==> src/rtl/vpcd_pkg.sv <==
package vpcd_pkg;

    // Input function codes
    localparam logic [1:0] FUNC_WRITE = 2'd0;
    localparam logic [1:0] FUNC_READ  = 2'd1;
    localparam logic [1:0] FUNC_BLANK = 2'd2;
    localparam logic [1:0] FUNC_PEEK  = 2'd3;

    // Peek spaces
    localparam logic [1:0] SPACE_VRAM  = 2'd0;
    localparam logic [1:0] SPACE_CRAM  = 2'd1;
    localparam logic [1:0] SPACE_VSRAM = 2'd2;
    localparam logic [1:0] SPACE_REGS  = 2'd3;

    // Write target selection, code bits 3:1
    localparam logic [2:0] TGT_VRAM  = 3'd0;
    localparam logic [2:0] TGT_CRAM  = 3'd1;
    localparam logic [2:0] TGT_VSRAM = 3'd2;

    localparam logic [15:0] STATUS_RESET = 16'h3400;

    // Entries in the front-to-back queue
    localparam int unsigned QUEUE_DEPTH = 2;

    // Classified operation handed from front to back
    typedef enum logic [2:0] {
        OP_NONE,
        OP_DATA,
        OP_CTRL,
        OP_STATUS,
        OP_BLANK,
        OP_PEEK
    } op_t;

    typedef struct packed {
        op_t         op;
        logic [15:0] value;
        logic [1:0]  space;
        logic [15:0] index;
    } cmd_t;

    // Back-end sequencer states
    typedef enum logic [2:0] {
        ST_IDLE,
        ST_VLOW,
        ST_FILL,
        ST_RDWAIT,
        ST_OUT
    } state_t;

endpackage

==> src/rtl/vpcd_front.sv <==
module vpcd_front (
    input  logic                 clk,
    input  logic                 rst_n,
    input  logic                 s_tvalid,
    output logic                 s_tready,
    input  logic [40:0]          s_tdata,
    output logic                 q_valid,
    input  logic                 q_ready,
    output vpcd_pkg::cmd_t       q_cmd
);
    import vpcd_pkg::*;

    cmd_t        fifo_reg [QUEUE_DEPTH];
    logic        wr_ptr_reg, rd_ptr_reg;
    logic [1:0]  count_reg;
    cmd_t        cls;
    logic [1:0]  func;
    logic [4:0]  port;
    logic        push, pop;

    // Classify the beat
    always_comb
    begin
        func      = s_tdata[1:0];
        port      = s_tdata[6:2];
        cls.value = s_tdata[22:7];
        cls.space = s_tdata[24:23];
        cls.index = s_tdata[40:25];
        cls.op    = OP_NONE;
        case (func)
            FUNC_WRITE:
            begin
                if (port < 5'd4)
                    cls.op = OP_DATA;
                else if (port < 5'd8)
                    cls.op = OP_CTRL;
            end
            FUNC_READ:
            begin
                if (port >= 5'd4 && port < 5'd8)
                    cls.op = OP_STATUS;
            end
            FUNC_BLANK: cls.op = OP_BLANK;
            default:    cls.op = OP_PEEK;
        endcase
    end

    assign s_tready = (count_reg != 2'(QUEUE_DEPTH));
    assign push     = s_tvalid && s_tready;
    assign q_valid  = (count_reg != 2'd0);
    assign pop      = q_valid && q_ready;
    assign q_cmd    = fifo_reg[rd_ptr_reg];

    // Queue storage
    always_ff @(posedge clk)
    begin
        if (push)
            fifo_reg[wr_ptr_reg] <= cls;
    end

    // Queue pointers
    always_ff @(posedge clk or negedge rst_n)
    begin
        if (!rst_n)
        begin
            wr_ptr_reg <= 1'b0;
            rd_ptr_reg <= 1'b0;
            count_reg  <= 2'd0;
        end
        else
        begin
            if (push)
                wr_ptr_reg <= ~wr_ptr_reg;
            if (pop)
                rd_ptr_reg <= ~rd_ptr_reg;
            count_reg <= count_reg + 2'(push) - 2'(pop);
        end
    end

endmodule

==> config.mk <==
export PLATFORM = sky130hd
export DESIGN_NAME = vpcd_front
export DESIGN_NICKNAME = d
export VERILOG_FILES = /design/src/rtl/vpcd_pkg.sv /design/src/rtl/vpcd_front.sv
export SDC_FILE = /design/constraint.sdc
export NUM_CORES = 1
export LEC_CHECK = 0
export BUFFER_PORTS_ARGS = -buffer_cell sky130_fd_sc_hd__buf_4
export CORE_AREA = 5 5 70 103
export CTS_BUF_LIST = sky130_fd_sc_hd__clkbuf_8
export DETAILED_ROUTE_END_ITERATION = 8
export DIE_AREA = 0 0 75 108
export GPL_ROUTABILITY_DRIVEN = 1
export PLACE_DENSITY = 0.77
export SYNTH_ARGS = -nofsm -noshare
export SYNTH_HDL_FRONTEND = slang
export SYNTH_SLANG_ARGS = --single-unit
==> constraint.sdc <==
create_clock -name clk -period 5.8 [get_ports clk]
set_input_delay 0.29 -clock clk [delete_from_list [all_inputs] [get_ports clk]]
set_output_delay 0.29 -clock clk [all_outputs]
set_load 0.01 [all_outputs]
==> Word-level counts from Yosys, hierarchy flattened <==
Memory sizes are Yosys's and may differ from the RTL's.
Index checks and enable logic that the tools add are counted.
Widths: inputs -> output; s select.
{ "op_classes": {"add_sub_neg": 2, "magnitude_cmp": 3, "eq_ne": 3, "mux": 6, "n_bitwise": 2, "reduce_logical": 5} }
{ "ops": {"columns": ["operator", "count"], "rows": [
  ["$pmux 3 s3", 1],
  ["$mux 2", 3],
  ["$ge 5x3->1 const B", 1],
  ["$lt 5x3->1 const B", 1],
  ["$lt 5x4->1 const B", 1],
  ["$logic_and 1x1->1", 3],
  ["$add 2x1->2", 1],
  ["$eq 2x1->1 const B", 1],
  ["$eq 2x2->1 const B", 1],
  ["$logic_not 2->1", 1],
  ["$mux 1", 2],
  ["$ne 2x2->1 const B", 1],
  ["$not 1->1", 2],
  ["$reduce_bool 2->1", 1],
  ["$sub 2x1->2", 1]
]} }
{ "totals": {"ff_bits": 4, "mem_bits_rw": 74, "input_bits": 45, "out_inout_bits": 39, "word_cells": 25, "memories": 1} }
{ "memory_table": {"columns": ["name", "depth", "word_bits", "rd", "rd_clocked_by_memory_dff", "wr", "line_no", "text"], "rows": [
  ["fifo_reg", 2, 37, 1, 0, 1, "vpcd_front.sv:13", "cmd_t fifo_reg [QUEUE_DEPTH];"]
]} }

==> Logic depth before layout (Yosys ltp) <==
Gate-level depths: netlist of run 1.
{ "depth": {"depth_word": 4, "depth_mapped": 7, "ltp_nobuf": 7} }

==> Worst setup path after synthesis of run 1 <==
OpenSTA, ideal clock, no wires.
{ "synth_path": {"path_type": "flip-flop to flip-flop", "startpoint": "reg count_reg[1]", "endpoint": "mem fifo_reg[0][0] in the netlist's numbering, enable pin", "setup_ns": 0.431, "arrival_ns": 2.224, "t_required_ns": 5.369, "setup_slack_ns": 3.145, "stages_incl_launch_ff": 4, "path_buffers": 0, "period_less_slack_ns": 2.655, "cell_sequence": "dfrtp_1 -> nand2b_1 -> nand2_1 -> nor2_1"} }
{ "synth_via": {"elab_chain_len": 4} }
{ "synth_lines": {"columns": ["element", "line_no", "text"], "rows": [
  ["start: declaration", "vpcd_front.sv:15", "logic [1:0] count_reg;"],
  ["start signal: assignment", "vpcd_front.sv:76", "count_reg <= count_reg + 2'(push) - 2'(pop);"],
  ["$ne 2x2->1", "vpcd_front.sv:48", "assign s_tready = (count_reg != 2'(QUEUE_DEPTH));"],
  ["net s_tready", "vpcd_front.sv:5", "output logic s_tready,"],
  ["$logic_and 1x1->1", "vpcd_front.sv:49", "assign push = s_tvalid && s_tready;"],
  ["$mux 1", "vpcd_front.sv:57", "if (push)"],
  ["$mux 1 (not written as such)", "vpcd_front.sv:58", "fifo_reg[wr_ptr_reg] <= cls;"],
  ["end: declaration", "vpcd_front.sv:13", null]
]} }
The timed path passes the listed nets, and every way through them passes these cells.

==> results of run 1 <==
## metrics by stage
stage / util [%] / hold slack (ps) / cells / setup slack, ps
2_1_floorplan: - / -5.59 / 139 / 3140
5_1_grt: 63.0 / 104 / 306 / 3410
4_1_cts: 63.0 / 113 / 306 / 3490
3_3_place_gp: 59.3 / 90.9 / 289 / 3860
3_5_place_dp: 59.3 / 92.9 / 289 / 3870
6_report: 63.0 / 125 / 306 / 3540
## placed cells by master (no fill, tap or decap)
cell type,instances
sky130_fd_sc_hd__mux2_1,17
sky130_fd_sc_hd__nand2b_1,1
sky130_fd_sc_hd__nor3b_1,1
sky130_fd_sc_hd__clkbuf_8,9
sky130_fd_sc_hd__inv_6,1
sky130_fd_sc_hd__inv_1,2
sky130_fd_sc_hd__nor2_4,1
sky130_fd_sc_hd__ha_1,2
sky130_fd_sc_hd__o31ai_2,1
sky130_fd_sc_hd__nor2_1,1
sky130_fd_sc_hd__mux2_4,20
sky130_fd_sc_hd__xor2_1,1
sky130_fd_sc_hd__dlygate4sd3_1,1
sky130_fd_sc_hd__or3_1,1
sky130_fd_sc_hd__clkinv_4,1
sky130_fd_sc_hd__dfrtp_1,3
sky130_fd_sc_hd__o21ai_1,1
sky130_fd_sc_hd__clkinvlp_4,2
sky130_fd_sc_hd__nand2_1,1
sky130_fd_sc_hd__clkinv_1,1
sky130_fd_sc_hd__bufinv_16,2
sky130_fd_sc_hd__edfxtp_1,74
sky130_fd_sc_hd__or2_1,1
sky130_fd_sc_hd__dfrtp_2,1
sky130_fd_sc_hd__and2_4,1
sky130_fd_sc_hd__buf_4,81
sky130_fd_sc_hd__xnor2_1,3
sky130_fd_sc_hd__and3_2,1
## final timing paths
path / to / slack, ps / cells after the start / startpoint
hold reg to reg: count_reg[1] / 530 / 1 / count_reg[1]
max in group asynchronous: rd_ptr_reg / 5400 / 2 / rst_n
setup reg to reg: fifo_reg[0][15] / 3900 / 3 / count_reg[1]
hold / removal: fifo_reg[0][23] / 120 / 1 / s_tdata[12]
min in group asynchronous: count_reg[1] / 280 / 2 / rst_n
setup / recovery: q_cmd[33] / 3540 / 2 / rd_ptr_reg
## cells in the mapped netlist
cell and number:
sky130_fd_sc_hd__and2_4 1, sky130_fd_sc_hd__and3_1 1, sky130_fd_sc_hd__buf_2 1, sky130_fd_sc_hd__buf_6 3
sky130_fd_sc_hd__clkbuf_1 1, sky130_fd_sc_hd__dfrtp_1 4, sky130_fd_sc_hd__edfxtp_1 74, sky130_fd_sc_hd__ha_1 2
sky130_fd_sc_hd__inv_1 2, sky130_fd_sc_hd__mux2_1 17, sky130_fd_sc_hd__mux2_4 20, sky130_fd_sc_hd__nand2_1 1
sky130_fd_sc_hd__nand2b_1 1, sky130_fd_sc_hd__nor2_1 2, sky130_fd_sc_hd__nor3b_1 1, sky130_fd_sc_hd__o21ai_1 1
sky130_fd_sc_hd__o31ai_2 1, sky130_fd_sc_hd__or2_1 1, sky130_fd_sc_hd__or3_1 1, sky130_fd_sc_hd__xnor2_1 3
sky130_fd_sc_hd__xor2_1 1
## repair_timing
item | CTS | global route
hold buffers | 1 | 0
hold endpoints to repair | 4 | 0
setup buffers | 0 | 0
endpoints found under the setup margin | 0 | 0
## report_power, final
group | switching (W) | internal [W]
clock | 0.000191 | 0.000243
sequential | 0.0000981 | 0.000774
combinational | 0.000242 | 0.000341
total | 0.000530 | 0.00136
## logic make-up (layout without fill, tap and decap cells)
group           Yosys count  in the layout  synth area share [%]
xor+xnor                  4              4                  1.17
flops                    78             78                  77.6
buf+inv                   7            100                  1.67
fa+ha+maj                 2              2                 0.836
simple gates              9              9                  1.76
mux                      37             37                  16.4
compound gates            2              2                 0.585
## layer usage
layer  vias up  share of wire (%)  global-route usage [%]
li1        710                  -                       -
met1       701                 37                    14.2
met2        64                 53                    23.2
met3         9                8.2                    3.53
met4         0                1.9                    7.63
met5         -                  0                       0
## layout make-up
type / count / share of cell area (%)
Inverter: 2 / 0.193
Sequential cell: 78 / 59.7
Clock buffer: 9 / 3.18
Clock inverter: 7 / 2.48
Timing Repair Buffer: 82 / 15.9
Multi-Input combinational cell: 54 / 16.2
Tap cell: 74 / 2.38
## worst max-delay path, delay by kind of cell (launching register included)
kind / cells / cell delay [ps]
mux: 1 / 410
buf+inv: 1 / 150
flops: 1 / 1070
==> Flow_metrics.wiki, run 1 <==
{| class="wikitable"
! Metric !! Value
|-
| Sequential-to-total area share from yosys stat || between 70% and 80%
|-
| Total number of yosys warnings || 0
|-
| DRC marker count from the first detailed-route iteration || 79
|-
| Ports || 84
|-
| Site Rows || 35
|-
| Number of remaining DRC errors || 0
|-
| Seq. cell area || 2320 µm²
|-
| Post-detailed-route wirelength per cell || 16.6 µm
|-
| Iteration count of the initial detailed-routing pass || 4
|-
| Post-detailed-placement cell area || 3660 µm²
|-
| Crit path capture type || output port
|-
| Leading post-synthesis cells by cell area || sky130_fd_sc_hd__edfxtp_1 (74%), sky130_fd_sc_hd__mux2_4 (10%), sky130_fd_sc_hd__mux2_1 (6.4%)
|-
| Sum Neg Setup Slack || 0 ps
|-
| Slowest stage cell on the critical path || sky130_fd_sc_hd__dfrtp_2
|-
| Final critical-path required period || ~2300 ps
|-
| Instance count of the mapped netlist || 139
|-
| Final clock period utilization by the worst path || 39.0%
|-
| Antenna violations before repair || 0
|-
| Worst VDD drop || 0.427 mV
|-
| Filler cell count || 432
|-
| Endpoint arrival time on the critical path || 1970 ps
|-
| Number of buffers created by CTS || 9
|-
| Maximum number of pins on one net before global-route repair || 39
|-
| CP max FO || 38
|-
| Aggregate routed wire length || 5.08 mm
|-
| Area share of the leading cell type in the synthesized netlist || roughly three quarters
|-
| Proportion of layout cells with a drive suffix above 1 || 52.2%
|-
| Setup violation total in the final timing report || 0
|-
| Kind of path behind the tightest hold check || in -> reg
|-
| Number of levels the H-tree was split into || 3
|-
| Clk pin slew, worst setup/hold paths || roughly 90 ps
|-
| Height of the die || 108 µm
|-
| Starting density of the core || 48.5%
|-
| Clock tree root driver cell || sky130_fd_sc_hd__clkbuf_8
|-
| Final nets || 274
|-
| RSZ-0062 raised after global routing || no
|-
| Syn Nets || 186
|-
| Leakage || 1.53 nW
|-
| Aggregate global routing overflow || 0
|-
| Die Width || approximately 75 µm
|-
| Rel. slew slack || 29.5%
|-
| Number of antenna diodes || 0
|-
| Number of library cell types mapped by synthesis || 21
|-
| Total area of multi-input combinational cells || 631 µm²
|-
| Clock tree from TritonCTS || yes
|-
| Result of the run || completed
|-
| Area of the die || 8100 µm²
|-
| Average cell area after synthesis || 21.5 µm²
|-
| Power Total || 0.00189 W
|-
| Transition time at the pin with the least slew margin || 1060 ps
|-
| Clock latency at the later pin of the worst-skew pair || 350 ps
|-
| Clock tree skew after final layout || between 10 and 15 ps
|-
| Post-detail-place hpwl || roughly 3.4 mm
|-
| Area of all placed cells without fillers || 3890 µm²
|-
| Maximum clock rate || ~440 MHz
|-
| Area Growth Syn to Fin || 30.0%
|-
| Number of register bits inferred by synthesis || 78
|-
| # clock sinks || between 70 and 80
|-
| Largest stage delay on the critical path || 1070 ps
|-
| Port Buf Inserts || 81
|-
| Number of flip-flops under the largest register name || 74
|-
| Power density cells || 485 nW/µm²
|-
| Antenna violation net count after detailed routing || 0
|-
| Critical setup path kind || reg -> out
|-
| Vias/cell || 4.85
|-
| Post-Synthesis Cell Area || 2990 µm²
|-
| Vias in the first global route || 1729
|-
| Wire length of the first global-routing pass || about 7.8 mm
|-
| Core Region || about 6000 µm²
|-
| Maximum root-to-sink buffer count || 2
|-
| CP Launch Type || flop
|-
| Cell type with the highest aggregate area in the netlist || sky130_fd_sc_hd__edfxtp_1
|-
| Required time at the endpoint of the critical path || 5510 ps
|-
| CTS-repair resized insts || 0
|-
| Final Hold Vio Count || 0
|-
| Vias after detailed routing || 1484
|-
| Last weighted congestion value of the routability-driven placer || 0.696
|-
| CP Cell Sequence || mux2_1 -> buf_4
|-
| Maximum Capacitance Violations || 0
|-
| Global router's overall resource usage || between 10% and 20%
|-
| Final Slew Violations || 0
|}
Note: power is estimated with default switching activity, not from simulation.
==> run 2, diff against run 1 <==
clock period = 2.2 ns   (was 5.8 ns; I/O delays follow)
==> Flow_metrics.wiki, run 2 (synthesis gave the netlist of run 1 again) <==
{| class="wikitable"
! Metric !! Value
|-
| Slowest stage cell on the critical path || sky130_fd_sc_hd__dfrtp_2
|-
| Area of the die || 8100 µm² (unchanged)
|-
| Clock tree root driver cell || sky130_fd_sc_hd__clkbuf_8
|-
| Ports || 84 (unchanged)
|-
| Aggregate routed wire length || 5.55 mm (+9.2%)
|-
| Flop2flop setup slack || 470 ps (-3430 ps)
|-
| Site Rows || 35 (unchanged)
|-
| Number of antenna diodes || 0 (unchanged)
|-
| Final Slew Violations || 0 (unchanged)
|-
| Leakage || 1.69 nW (+11%)
|-
| Maximum Capacitance Violations || 0 (unchanged)
|-
| Worst VDD drop || 0.850 mV (+99%)
|-
| FF-to-FF path depth || 7 (+4)
|-
| Final critical-path required period || 1870 ps
|-
| Last weighted congestion value of the routability-driven placer || 0.731 (+5.0%)
|-
| Port Buf Inserts || 81 (unchanged)
|-
| Wire length of the first global-routing pass || 8.84 mm (+13%)
|-
| Final nets || 312 (+14%)
|-
| Net switching power figure || 0.00138 W (+160%)
|-
| Die Width || 75 µm (unchanged)
|-
| CP Cell Sequence || buf_12 -> mux2_1 -> buf_4
|-
| Number of levels the H-tree was split into || 3 (unchanged)
|-
| Source of the worst register-to-register timing path || count_reg[1]
|-
| RSZ-0062 raised after global routing || no
|-
| Switching part of the total power || 28.7% (+0.59 points)
|-
| Clk pin slew, worst setup/hold paths || 70 ps (-20 ps)
|-
| Required time at the endpoint of the critical path || 2090 ps (-3420 ps)
|-
| Area Growth Syn to Fin || 41.3%
|-
| Power density cells || 1130 nW/µm² (+130%)
|-
| Height of the die || 108 µm (unchanged)
|-
| Critical path destination || q_cmd[29]
|-
| Vias in the first global route || 1847 (+6.8%)
|-
| Starting density of the core || 48.5% (unchanged)
|-
| Sum Neg Setup Slack || 0 ps (unchanged)
|-
| Proportion of layout cells with a drive suffix above 1 || 44.6% (-7.5 points)
|-
| Final clock period utilization by the worst path || around 85%
|-
| Iteration count of the initial detailed-routing pass || 4 (unchanged)
|-
| Vias after detailed routing || 1646 (+11%)
|-
| Filler cell count || 415 (-3.9%)
|-
| Most used cells in the layout excluding fill and tap cells || sky130_fd_sc_hd__buf_4 (81), sky130_fd_sc_hd__edfxtp_1 (74), sky130_fd_sc_hd__dlygate4sd3_1 (36)
|-
| Post-detailed-route wirelength per cell || 16.2 µm (-2.6%)
|-
| Largest stage delay on the critical path || 680 ps (-390 ps)
|-
| Endpoint arrival time on the critical path || 1760 ps (-210 ps)
|-
| Rel. slew slack || 67.6% (+38 points)
|-
| Global router's overall resource usage || 15.0% (+1.6 points)
|-
| Result of the run || completed
|-
| Worst hold slack after final layout || 82.7 ps (-41.8 ps)
|-
| Kind of path behind the tightest hold check || in -> reg
|-
| Antenna violations before repair || 0 (unchanged)
|-
| Antenna violation net count after detailed routing || 0 (unchanged)
|-
| Number of buffers created by CTS || 9 (unchanged)
|-
| Transition time at the pin with the least slew margin || 486 ps (-569 ps)
|-
| CP max FO || 21 (-45%)
|-
| Clock tree skew after final layout || 5.03 ps (-7.44 ps)
|-
| CP Launch Type || flop
|-
| Power share of the sequential group || 45.9% (-0.3 points)
|-
| Post-detail-place hpwl || 3.61 mm (+5.6%)
|-
| Internal || 0.00342 W (+150%)
|-
| Setup violation total in the final timing report || 0 (unchanged)
|-
| Clk network pwr share || 17.2% (-5.8 points)
|-
| Clock latency at the later pin of the worst-skew pair || 330 ps (-20 ps)
|-
| # clock sinks || 78 (unchanged)
|-
| Core Region || 6170 µm² (unchanged)
|-
| Aggregate global routing overflow || 0 (unchanged)
|-
| Final Hold Vio Count || 0 (unchanged)
|-
| Comb pwr share || 36.9% (+6.1 points)
|-
| Maximum clock rate || between 500 and 600 MHz
|-
| Maximum root-to-sink buffer count || 2 (unchanged)
|-
| Maximum number of pins on one net before global-route repair || 38 (-2.6%)
|-
| Worst setup startpoint || rd_ptr_reg
|-
| DRC marker count from the first detailed-route iteration || 78 (-1.3%)
|-
| Number of remaining DRC errors || 0 (unchanged)
|-
| Crit path capture type || output port
|-
| Clock tree from TritonCTS || yes
|-
| Most common cell after layout, fill and taps aside || sky130_fd_sc_hd__buf_4
|-
| Number of flip-flops under the largest register name || 74 (unchanged)
|-
| CTS-repair resized insts || 0 (unchanged)
|-
| Vias/cell || 4.80 (-1.0%)
|-
| Critical setup path kind || reg -> out
|-
| Terminus of the critical flop-to-flop path || count_reg[1]
|}
## run 2: worst min-delay path by stage
stage,startpoint,slack (ps),endpoint,depth (start not counted)
after floorplan,rst_n,-190,count_reg[0],0
after global placement,rst_n,-90,count_reg[0],1
after detailed placement,rst_n,-90,count_reg[0],1
after CTS,q_ready,60,rd_ptr_reg,3
after global routing,q_ready,70,rd_ptr_reg,3
final,q_ready,80,rd_ptr_reg,3
## run 2: what timing repair did
action,CTS,global route
hold buffers,36,0
buffers inserted,0,0
endpoints found under the hold margin,74,0
## run 2: layer usage
layer | vias up | track usage [%] | part of all wire, %
li1 | 788 | - | -
met3 | 11 | 3.53 | 5.1
met4 | 0 | 7.38 | 2.4
met2 | 49 | 26.2 | 56
met5 | - | 0 | 0
met1 | 798 | 16.5 | 36
## run 2: final cells by class
cell class	instances	area, µm²	area share, %
multi-input combinational	54	631	14.9
sequential	78	2320	54.9
inverter	2	7.51	0.177
clock buffer	9	124	2.93
timing repair buffer	120	1030	24.3
clock inverter	6	25.0	0.591
tap	74	92.6	2.19
## run 2: through the flow
step                      util (%)  cells  cell area [µm²]  setup WS, ps  total power [W]
after floorplan                  -    139             3000           155          0.00321
after global placement        60.3    292             3720           559          0.00394
after detailed placement      60.3    292             3720           471          0.00399
after CTS                     68.5    343             4230           262          0.00487
after global routing          68.5    343             4230           215          0.00507
final                         68.5    343             4230           325          0.00480
## run 2: critical path: cells and delay by family, from the launching register on
kind                   cells  cell delay (ps)
DFF                        1              680
muxes                      1              350
buffers and inverters      2              410
## run 2: power groups by stage
stage                     combinational (W)  sequential, W  clock (W)
after floorplan                     0.00107        0.00214          0
after global placement              0.00173        0.00222          0
after detailed placement            0.00175        0.00224          0
after CTS                           0.00181        0.00221   0.000857
after global routing                0.00191        0.00224   0.000918
final                               0.00177        0.00220   0.000824
==> run 3, diff against run 2 <==
CTS_BUF_LIST = unset   (was sky130_fd_sc_hd__clkbuf_8)
==> Flow_metrics.wiki, run 3 (synthesis gave the netlist of run 1 again) <==
{| class="wikitable"
! Metric !! Value
|-
| Result of the run || completed
|-
| Setup WS post-layout || 324 ps (-1.48 ps)
|-
| Die Width || 75 µm (unchanged)
|-
| Aggregate routed wire length || 5.54 mm (-0.16%)
|-
| Sum Neg Setup Slack || 0 ps (unchanged)
|-
| CP Cell Sequence || buf_12 -> mux2_1 -> buf_4
|-
| Final Hold Vio Count || 0 (unchanged)
|-
| Slowest stage cell on the critical path || sky130_fd_sc_hd__dfrtp_2
|-
| Site Rows || 35 (unchanged)
|-
| Area of the die || 8100 µm² (unchanged)
|-
| Most common cell after layout, fill and taps aside || sky130_fd_sc_hd__buf_4
|-
| Iteration count of the initial detailed-routing pass || 4 (unchanged)
|-
| Maximum number of pins on one net before global-route repair || 38 (unchanged)
|-
| Post-detailed-route wirelength per cell || 16.1 µm (-0.16%)
|-
| CP max FO || 21 (unchanged)
|-
| Clock tree skew after final layout || 5.13 ps (+0.0976 ps)
|-
| Worst setup slack after placement || 471 ps (unchanged)
|-
| Required time at the endpoint of the critical path || 2090 ps (about the same)
|-
| Number of levels the H-tree was split into || 3 (unchanged)
|-
| Critical setup path kind || reg -> out
|-
| Height of the die || 108 µm (unchanged)
|-
| Routed length on met1 || 2.01 mm (-0.20%)
|-
| # clock sinks || 78 (unchanged)
|-
| Final critical-path required period || 1880 ps (+1.48 ps)
|-
| Vias after detailed routing || 1647 (+0.061%)
|-
| Transition time at the pin with the least slew margin || 487 ps (+1.38 ps)
|-
| Core Region || 6170 µm² (unchanged)
|-
| Wire length of the first global-routing pass || 8.84 mm (unchanged)
|-
| Internal || 0.00344 W (+0.55%)
|-
| RSZ-0062 raised after global routing || no
|-
| Filler cell count || 415 (unchanged)
|-
| Post-CTS Setup Inserts || 0 (unchanged)
|-
| Starting density of the core || 48.5% (unchanged)
|-
| Antenna violation net count after detailed routing || 0 (unchanged)
|-
| Number of buffers created by CTS || 9 (unchanged)
|-
| Maximum root-to-sink buffer count || 2 (unchanged)
|-
| Met2 routed wirelength || 3.11 mm (-0.16%)
|-
| Kind of path behind the tightest hold check || in -> reg
|-
| Clk network pwr share || 17.5% (+0.3 points)
|-
| Power density cells || 1140 nW/µm² (+0.36%)
|-
| Clock latency at the later pin of the worst-skew pair || 330 ps (about the same)
|-
| Ports || 84 (unchanged)
|-
| CP Launch Type || flop
|-
| Worst hold slack after final layout || 82.5 ps (-0.224 ps)
|-
| Clock tree root driver cell || sky130_fd_sc_hd__clkbuf_8
|-
| Number of remaining DRC errors || 0 (unchanged)
|-
| Setup violation total in the final timing report || 0 (unchanged)
|-
| Vias/cell || 4.80 (about the same)
|-
| Rel. slew slack || 67.5% (-0.092 points)
|-
| Largest delay share family, worst path || flip-flops
|-
| Final nets || 312 (unchanged)
|-
| Clock tree from TritonCTS || yes
|-
| Vias in the first global route || 1847 (unchanged)
|-
| Comb pwr share || 36.8% (about the same)
|-
| Clk pin slew, worst setup/hold paths || 70 ps (about the same)
|-
| Power share of the sequential group || 45.8% (about the same)
|-
| Crit path capture type || output port
|-
| Antenna violations before repair || 0 (unchanged)
|-
| Port Buf Inserts || 81 (unchanged)
|-
| Worst VDD drop || 0.851 mV (about the same)
|-
| Maximum clock rate || 533 MHz (about the same)
|-
| Total met3 wirelength after detailed routing || 283 µm (unchanged)
|-
| DRC marker count from the first detailed-route iteration || 104 (+33%)
|-
| Final Slew Violations || 0 (unchanged)
|-
| Area Growth Syn to Fin || 41.3% (unchanged)
|-
| Post-detail-place hpwl || 3.61 mm (unchanged)
|-
| Last weighted congestion value of the routability-driven placer || 0.731 (unchanged)
|-
| Global router's overall resource usage || 15.0% (unchanged)
|-
| Final clock period utilization by the worst path || 85.3% (about the same)
|-
| Most used cells in the layout excluding fill and tap cells || sky130_fd_sc_hd__buf_4 (81), sky130_fd_sc_hd__edfxtp_1 (74), sky130_fd_sc_hd__dlygate4sd3_1 (36)
|-
| Largest stage delay on the critical path || 680 ps (about the same)
|-
| Top metal layer carrying routed signals || met4
|-
| Net switching power figure || 0.00138 W (about the same)
|-
| Aggregate global routing overflow || 0 (unchanged)
|-
| Maximum Capacitance Violations || 0 (unchanged)
|-
| Number of antenna diodes || 0 (unchanged)
|-
| Endpoint arrival time on the critical path || 1770 ps (about the same)
|-
| Crit path buf inv count || 2 (unchanged)
|-
| Proportion of layout cells with a drive suffix above 1 || 44.6% (unchanged)
|-
| Number of flip-flops under the largest register name || 74 (unchanged)
|-
| Switching part of the total power || 28.6% (-0.13 points)
|-
| Leakage || 1.68 nW (-0.98%)
|}
## run 3: changes by cell type in the layout (fill, tap and decap cells not counted), sizes merged
cell,previous run,this run
clkbuf,9,13
inv,6,2
## run 3: power groups by stage
stage / Clock [W] / Sequential, W / Combinational, W
2_1_floorplan: 0 / 0.00214 / 0.00107
4_1_cts: 0.000876 / 0.00221 / 0.00181
3_3_place_gp: 0 / 0.00222 / 0.00173
3_5_place_dp: 0 / 0.00224 / 0.00175
6_report: 0.000841 / 0.00220 / 0.00177
5_1_grt: 0.000935 / 0.00224 / 0.00191
## run 3: worst paths after layout
kind                              start      endpoint  slack, ps  cells past startpoint
hold / removal                  q_ready    rd_ptr_reg         80                      3
setup reg to reg           count_reg[1]  count_reg[1]        470                      7
hold reg to reg            count_reg[1]  count_reg[1]        530                      1
setup / recovery             rd_ptr_reg     q_cmd[29]        320                      3
min in group asynchronous         rst_n    rd_ptr_reg        110                      2
max in group asynchronous         rst_n    rd_ptr_reg       1970                      2
## run 3: repair_timing
action | 4_1_cts | 5_1_grt
hold buffers | 36 | 0
hold endpoints to repair | 74 | 0
gates resized for setup | 0 | 0
## run 3: worst register-to-register path: cells and delay by family (launching register included)
| kind | cells | cell delay [ps] |
|---|---|---|
| simple gates | 2 | 440 |
| fa+ha+maj | 2 | 440 |
| flops | 1 | 410 |
| xor+xnor | 2 | 330 |
| buf+inv | 1 | 40 |
## run 3: layer usage
layer,up-vias,global-route usage (%)
met5,-,0
li1,788,-
met2,49,26.2
met3,11,3.53
met4,0,7.38
met1,799,16.5
## run 3: area by class of cell
type                    instances  area, µm²  area share, %
multi-input cells              54        631           14.9
repair buffers                120       1030           24.3
clock inverters                 2       10.0          0.237
well taps                      74       92.6           2.19
flip-flops and latches         78       2320           54.9
inverters                       2       7.51          0.177
clock buffers                  13        139           3.28
## run 3: through the flow
step	area (µm²)	utilization, %	power, W	cells
CTS	4230	68.5	0.00489	343
floorplan	3000	-	0.00321	139
global placement	3720	60.3	0.00394	292
finish	4230	68.5	0.00482	343
global route	4230	68.5	0.00509	343
detailed placement	3720	60.3	0.00399	292
